==> config.mk <==
export PLATFORM = sky130hd
export DESIGN_NAME = min_priority_queue_top
export DESIGN_NICKNAME = d
export VERILOG_FILES = /design/src/rtl/core/mpq_pkg.sv /design/src/rtl/core/mpq_cell.sv /design/src/rtl/core/min_priority_queue_top.sv
export VERILOG_INCLUDE_DIRS = /design/src /design/src/rtl/core
export SDC_FILE = /design/constraint.sdc
export NUM_CORES = 2
export LEC_CHECK = 0
export ABC_AREA = 1
export BUFFER_PORTS_ARGS = -buffer_cell sky130_fd_sc_hd__buf_4
export CAP_MARGIN = 20
export CELL_PAD_IN_SITES_DETAIL_PLACEMENT = 0
export CELL_PAD_IN_SITES_GLOBAL_PLACEMENT = 1
export CORE_MARGIN = 2
export CORE_UTILIZATION = 32
export CTS_CLUSTER_DIAMETER = 100
export DETAILED_ROUTE_END_ITERATION = 8
export GPL_TIMING_DRIVEN = 0
export MAX_ROUTING_LAYER = met4
export PLACE_DENSITY_LB_ADDON = 0.1
export SLEW_MARGIN = 15
export SYNTH_ARGS = -nofsm -noshare
export SYNTH_HDL_FRONTEND = slang
export SYNTH_SLANG_ARGS = --single-unit
==> constraint.sdc <==
create_clock -name clk -period 8.95 [get_ports clk]
set_input_delay 0.4475 -clock clk [delete_from_list [all_inputs] [get_ports clk]]
set_output_delay 0.4475 -clock clk [all_outputs]
set_load 0.02 [all_outputs]
==> src/rtl/core/min_priority_queue_top_defines.svh <==
// Assertion macros shared by the priority queue RTL.
`ifndef MIN_PRIORITY_QUEUE_TOP_DEFINES_SVH
`define MIN_PRIORITY_QUEUE_TOP_DEFINES_SVH

// Same-cycle implication, checked on every clock outside reset.
`define MPQ_ASSERT_NOW(label, ante, cons) \
	label: assert property (@(posedge clk) disable iff (!arst_n) (ante) |-> (cons)) \
		else $error("mpq: same-cycle check failed");

// Next-cycle implication, checked on every clock outside reset.
`define MPQ_ASSERT_NEXT(label, ante, cons) \
	label: assert property (@(posedge clk) disable iff (!arst_n) (ante) |=> (cons)) \
		else $error("mpq: next-cycle check failed");

`endif

==> src/rtl/core/mpq_pkg.sv <==
// Types and constants of the sorted-list priority queue.
package mpq_pkg;

	// Fixed widths of the word fields
	localparam int JOB_BITS  = 16;
	localparam int TIME_BITS = 16;

	// Operation codes on func
	localparam logic FUNC_INSERT = 1'b0;
	localparam logic FUNC_DELETE = 1'b1;

	// Result status codes
	typedef enum logic [1:0] {
		ST_INSERTED  = 2'd0,
		ST_REMOVED   = 2'd1,
		ST_UNDERFLOW = 2'd2,
		ST_OVERFLOW  = 2'd3
	} status_t;

	// Control broadcast to every cell
	typedef struct packed {
		logic ins;
		logic del;
	} mpq_ctl_t;

endpackage

==> src/rtl/core/mpq_cell.sv <==
// One cell of the sorted chain: holds one entry and trades with its neighbors.
module mpq_cell #(
	parameter int KEY_BITS = 16
) (
	input  logic                         clk,
	input  logic                         arst_n,
	input  mpq_pkg::mpq_ctl_t            ctl,
	input  logic [mpq_pkg::JOB_BITS-1:0] new_job,
	input  logic [KEY_BITS-1:0]          new_time,
	input  logic                         left_stay,
	input  logic                         left_valid,
	input  logic [mpq_pkg::JOB_BITS-1:0] left_job,
	input  logic [KEY_BITS-1:0]          left_time,
	input  logic                         right_valid,
	input  logic [mpq_pkg::JOB_BITS-1:0] right_job,
	input  logic [KEY_BITS-1:0]          right_time,
	output logic                         stay,
	output logic                         valid,
	output logic [mpq_pkg::JOB_BITS-1:0] job,
	output logic [KEY_BITS-1:0]          key
);

	logic                         valid_q;
	logic [mpq_pkg::JOB_BITS-1:0] job_q;
	logic [KEY_BITS-1:0]          time_q;
	logic                         take_new;

	// Entry stays put on insert when it sorts at or ahead of the new key
	assign stay     = valid_q && (time_q <= new_time);
	// First cell that does not stay receives the new word
	assign take_new = !stay && left_stay;

	// Occupancy bit
	always_ff @(posedge clk or negedge arst_n) begin
		if (!arst_n) begin
			valid_q <= 1'b0;
		end else if (ctl.ins && !stay) begin
			valid_q <= take_new ? 1'b1 : left_valid;
		end else if (ctl.del) begin
			valid_q <= right_valid;
		end
	end

	// Entry payload, no reset
	always_ff @(posedge clk) begin
		if (ctl.ins && !stay) begin
			job_q  <= take_new ? new_job : left_job;
			time_q <= take_new ? new_time : left_time;
		end else if (ctl.del) begin
			job_q  <= right_job;
			time_q <= right_time;
		end
	end

	assign valid = valid_q;
	assign job   = job_q;
	assign key   = time_q;

endmodule

==> src/rtl/core/min_priority_queue_top.sv <==
// Sorted-list min-priority queue built from a chain of compare-and-shift cells.
// The result word is registered: it appears in the cycle after the command is taken.
// Throughput: one insert or delete per cycle while busy is low; every cell compares and shifts in parallel.
// Reset: arst_n clears all occupancy bits and the strobe; busy is high in reset
// and until its register is clocked after it, then stays low. The result strobe cannot be stalled.
`include "min_priority_queue_top_defines.svh"

module min_priority_queue_top #(
	parameter int CAPACITY = 16,
	parameter int KEY_BITS = 16
) (
	input  logic                          clk,
	input  logic                          arst_n,
	input  logic                          start,
	output logic                          busy,
	input  logic                          func,
	input  logic [mpq_pkg::JOB_BITS-1:0]  job_id,
	input  logic [mpq_pkg::TIME_BITS-1:0] job_time,
	output logic                          done,
	output logic [1:0]                    status,
	output logic [mpq_pkg::JOB_BITS-1:0]  out_job,
	output logic [mpq_pkg::TIME_BITS-1:0] out_time
);

	logic                         busy_q;
	logic                         accept;
	logic                         full;
	logic                         empty;
	logic                         underflow;
	logic [KEY_BITS-1:0]          new_key;
	mpq_pkg::mpq_ctl_t            ctl;
	logic [CAPACITY-1:0]          valid;
	logic [CAPACITY-1:0]          stay;
	logic [mpq_pkg::JOB_BITS-1:0] job   [CAPACITY];
	logic [KEY_BITS-1:0]          key   [CAPACITY];
	logic                         done_q;
	mpq_pkg::status_t             status_q;
	logic [mpq_pkg::JOB_BITS-1:0] out_job_q;
	logic [mpq_pkg::TIME_BITS-1:0] out_time_q;
	logic [mpq_pkg::TIME_BITS-1:0] head_time;

	// Key is job_time cut or zero-extended to KEY_BITS; head key back to the 16-bit field
	generate
		if (KEY_BITS == mpq_pkg::TIME_BITS) begin : g_key_same
			assign new_key   = job_time;
			assign head_time = key[0];
		end else if (KEY_BITS < mpq_pkg::TIME_BITS) begin : g_key_narrow
			assign new_key   = job_time[KEY_BITS-1:0];
			assign head_time = {{(mpq_pkg::TIME_BITS-KEY_BITS){1'b0}}, key[0]};
		end else begin : g_key_wide
			assign new_key = {{(KEY_BITS-mpq_pkg::TIME_BITS){1'b0}}, job_time};
			assign head_time = key[0][mpq_pkg::TIME_BITS-1:0];
		end
	endgenerate

	// Command decode
	assign accept    = start && !busy_q;
	assign full      = valid[CAPACITY-1];
	assign empty     = !valid[0];
	assign ctl.ins   = accept && (func == mpq_pkg::FUNC_INSERT) && !full;
	assign ctl.del   = accept && (func == mpq_pkg::FUNC_DELETE) && !empty;
	assign underflow = accept && (func == mpq_pkg::FUNC_DELETE) && empty;

	// Busy only while leaving reset
	always_ff @(posedge clk or negedge arst_n) begin
		if (!arst_n) begin
			busy_q <= 1'b1;
		end else begin
			busy_q <= 1'b0;
		end
	end

	// Cell chain; index 0 is the head
	generate
		for (genvar i = 0; i < CAPACITY; i++) begin : g_cell
			logic                         l_stay;
			logic                         l_valid;
			logic [mpq_pkg::JOB_BITS-1:0] l_job;
			logic [KEY_BITS-1:0]          l_time;
			logic                         r_valid;
			logic [mpq_pkg::JOB_BITS-1:0] r_job;
			logic [KEY_BITS-1:0]          r_time;

			if (i == 0) begin : g_head
				assign l_stay  = 1'b1;
				assign l_valid = 1'b0;
				assign l_job   = '0;
				assign l_time  = '0;
			end else begin : g_mid
				assign l_stay  = stay[i-1];
				assign l_valid = valid[i-1];
				assign l_job   = job[i-1];
				assign l_time  = key[i-1];
			end

			if (i == CAPACITY-1) begin : g_tail
				assign r_valid = 1'b0;
				assign r_job   = '0;
				assign r_time  = '0;
			end else begin : g_body
				assign r_valid = valid[i+1];
				assign r_job   = job[i+1];
				assign r_time  = key[i+1];
			end

			mpq_cell #(
				.KEY_BITS(KEY_BITS)
			) u_cell (
				.clk        (clk),
				.arst_n     (arst_n),
				.ctl        (ctl),
				.new_job    (job_id),
				.new_time   (new_key),
				.left_stay  (l_stay),
				.left_valid (l_valid),
				.left_job   (l_job),
				.left_time  (l_time),
				.right_valid(r_valid),
				.right_job  (r_job),
				.right_time (r_time),
				.stay       (stay[i]),
				.valid      (valid[i]),
				.job        (job[i]),
				.key        (key[i])
			);
		end
	endgenerate

	// Result strobe
	always_ff @(posedge clk or negedge arst_n) begin
		if (!arst_n) begin
			done_q <= 1'b0;
		end else begin
			done_q <= accept;
		end
	end

	// Result word
	always_ff @(posedge clk) begin
		if (accept) begin
			if (func == mpq_pkg::FUNC_INSERT) begin
				status_q <= full ? mpq_pkg::ST_OVERFLOW : mpq_pkg::ST_INSERTED;
			end else begin
				status_q <= empty ? mpq_pkg::ST_UNDERFLOW : mpq_pkg::ST_REMOVED;
			end
			out_job_q  <= ctl.del ? job[0] : '0;
			out_time_q <= ctl.del ? head_time : '0;
		end
	end

	assign busy     = busy_q;
	assign done     = done_q;
	assign status   = status_q;
	assign out_job  = out_job_q;
	assign out_time = out_time_q;

	// Checks
	`MPQ_ASSERT_NOW(a_occupancy_prefix, 1'b1, ((valid & ~{valid[CAPACITY-2:0], 1'b1}) == '0))
	`MPQ_ASSERT_NEXT(a_strobe_follows, accept, done)
	`MPQ_ASSERT_NEXT(a_underflow, underflow, (status == mpq_pkg::ST_UNDERFLOW))
	`MPQ_ASSERT_NOW(a_head_sorted, valid[1], (key[0] <= key[1]))

endmodule

==> reports/metrics.yaml <==
rr_worst_depth: 8
setup_tns_ps: 0
post_cts_resized: 0
busiest_layer: "met2"
finalWorstSetupSlack_ps: 4715
antenna_found_initial: 6
avgSynthCellArea_sq_um: 7.174
fillCellCount: 12626
p_comb_share_pct: 29.6
p_switching_mw: 3.460
syn-cell-area_sq_mm: 0.03769
via_per_inst: 4.326
h-tree-depth: 3
clk_pin_slew_ps: 60
drv.max_cap_violation_count: 0
vdd_drop_max_v: 0.0001539
clock-root-buffer: "clkbuf_16"
syn-num-nets: 5546
clockBufferDepth: 3
status: "finished, final reports clean"
hold_viol_final: 0
clk_latency_ps: 650
endpoint_kind: "register"
die-area_sq_mm: 0.1205
seqPwrFrac_pct: 38.6
ys.flop_type: "edfxtp_1"
rsz0062_at_grt: "false"
drt_iter0_drc: 1836
grt-ovfl-total: 0
holdWs_ps: 257.3
power_density_mw_per_mm2: 222.7
drc: 0
grt_max_degree: 33
fin_crit_sh_pct: 47.32
hold_depth: 5
io_pins: 72
max_slew.worst_pin.slew_ps: 1160
fin_skew_ps: 25.75
max_freq_mhz: 236.1
critPathMaxFanout: 32
ys_warn_count: 0
critPathKind: "register to register"
use_met1_pct: 26.62
wl_per_cell_um: 17.16
grt_pass1_wl_mm: 184.6
hp-start: "job_id[13]"
die_w_um: 347.2
leakage_nw: 21.86
numPortBuffers: 71
maxSlewViolCount: 0
dp_cells: 6862
hold_class: "input pin to register"
place_hpwl_mm: 99.36
design_area_sq_mm: 0.04285
relSlewSlack_pct: 22.65
p_total_mw: 9.545
vias: 30301
stdcell_count: 7004
finalCriticalPeriod_ps: 4235
gp_congestion: 0.8098
ys_seq_area_share_pct: 44.70
synth_area_leader_cell: "edfxtp_1"
rrSetupSlack_ps: 4720
place_ws_ps: 4518
switching_share_pct: 36.25
grt_use_total_pct: 20.62
met3_usage_pct: 2.368
wl_mm: 120.2
ant_nets: 0
drive_above_1_share_pct: 7.138
synthArstFlopShare_pct: 3.191
rows: 125
critPathLaunchType: "register"
postLayoutCoreUtil_pct: 36.78
globalRouteMet2Util_pct: 34.90
internal_power_mw: 6.085
synth.top_cell.area_share_pct: 43.50
core_sq_mm: 0.1165
clkPwrFrac_pct: 31.8
synth_area_leaders: "edfxtp_1 44%, nand2_1 22%, nor2_1 10%, ha_1 8.5%, inv_1 5.7%"
crit_required_ps: 9130
min_to: "g_cell[4].u_cell.job[13]"
ys_seq_elements: 564
synthToLayoutAreaGrowth_pct: 13.69
cts_tree: "done"
worstPathArrival_ps: 4420
nets: 5709
start_util_pct: 32.35
first_pass_iters: 5
reg2reg_to: "g_cell[5].u_cell.job[6]"
ys_types: 31
clkSinkCount: 564
synth_edf_count: 546
syn_inst: 5254
final-setup-viol-count: 0
dpl_cell_area_sq_mm: 0.04044
r2r-start: "busy"
die_y_um: 347.2
cts_buffers: 76
grt_pass1_vias: 30601
==> power by group through the flow <==
stage / registers [mW] / logic, mW / clock network, mW
CTS: 3.69 / 2.90 / 3.13
detailed placement: 3.74 / 2.88 / 0
floorplan: 3.64 / 1.99 / 0
finish: 3.69 / 2.82 / 3.03
global placement: 3.75 / 2.81 / 0
global route: 3.73 / 3.29 / 3.21
==> layer usage <==
| metal | wire length (um) | part of all wire [%] |
|---|---|---|
| met1 | 56950 | 47 |
| met2 | 57110 | 48 |
| met3 | 4047 | 3.4 |
| met4 | 2083 | 1.7 |
| met5 | 0 | 0 |
==> cells by family after synthesis <==
| family | share of synthesized area (%) |
|---|---|
| AND/OR/NAND/NOR | 34.77 |
| buffers and inverters | 9.056 |
| flip-flops | 44.70 |
| adder cells (fa/ha/maj) | 8.498 |
| AO/OA/AOI/OAI | 2.965 |
| other | 0.009950 |
==> cell usage after synthesis, types with 17 or more instances <==
| cell type | count |
|---|---|
| a21oi_1 | 144 |
| buf_2 | 129 |
| buf_6 | 22 |
| clkbuf_1 | 78 |
| dfrtp_1 | 17 |
| edfxtp_1 | 546 |
| ha_1 | 256 |
| inv_1 | 568 |
| nand2_1 | 2207 |
| nand3_1 | 99 |
| nand4_1 | 17 |
| nor2_1 | 1041 |
| o21ai_0 | 38 |
==> critical path, cell delays in order, from the launching register on <==
cell and delay [ps]:
dfstp_2 550, nor2_4 120, buf_12 200, inv_2 120, nor2_1 140, inv_2 210
clkbuf_1 760, clkbuf_1 860, nand2_2 750
==> timing repair <==
action | 4_1_cts | 5_1_grt
endpoints found under the setup margin | 0 | 0
buffers inserted | 0 | 0
endpoints found under the hold margin | 18 | 0
hold buffers | 1 | 0
==> registers in the layout, summed over array words and instances (netlist names) <==
| signal | flops |
|---|---|
| g_cell.u_cell.job | 256 |
| g_cell.u_cell.key | 256 |
| g_cell.u_cell.valid | 16 |
| out_job | 16 |
| out_time | 16 |
| status | 2 |
| busy | 1 |
| done | 1 |
==> cell usage in the layout, fill, tap and decap left out, types with 22 or more instances in the layout <==
master     Yosys  layout
a21oi_1      144     144
buf_2        129     129
buf_4          3      74
buf_6         22      22
clkbuf_1      78     111
clkbuf_16      0      76
edfxtp_1     546     546
ha_1         256     256
inv_1        568     568
nand2_1     2207    2192
nand2_2       15      30
nand3_1       99      99
nor2_1      1041    1040
o21ai_0       38      38
==> how the worst max path moves through the flow <==
stage / cells past startpoint / start / slack, ps / end
floorplan: 13 / job_time[7] / 5800 / g_cell[3].u_cell.job[0]
global placement: 9 / start / 3690 / g_cell[13].u_cell.job[9]
detailed placement: 13 / job_time[11] / 4520 / g_cell[5].u_cell.job[8]
CTS: 8 / busy / 4780 / g_cell[5].u_cell.job[6]
global route: 8 / busy / 4570 / g_cell[9].u_cell.key[4]
finish: 8 / busy / 4720 / g_cell[5].u_cell.job[6]
==> cell type report <==
cell class,instances,area (sq um),share of cell area (%)
Multi-Input combinational cell,3874,17470,40.78
Sequential cell,564,16850,39.32
Antenna cell,2,5.005,0.01168
Clock buffer,115,2108,4.920
Clock inverter,24,292.8,0.6833
Buffer,246,1274,2.972
Timing Repair Buffer,85,803.3,1.875
Inverter,570,2140,4.993
Tap cell,1524,1907,4.450
Power figures use the tool's default switching activity.
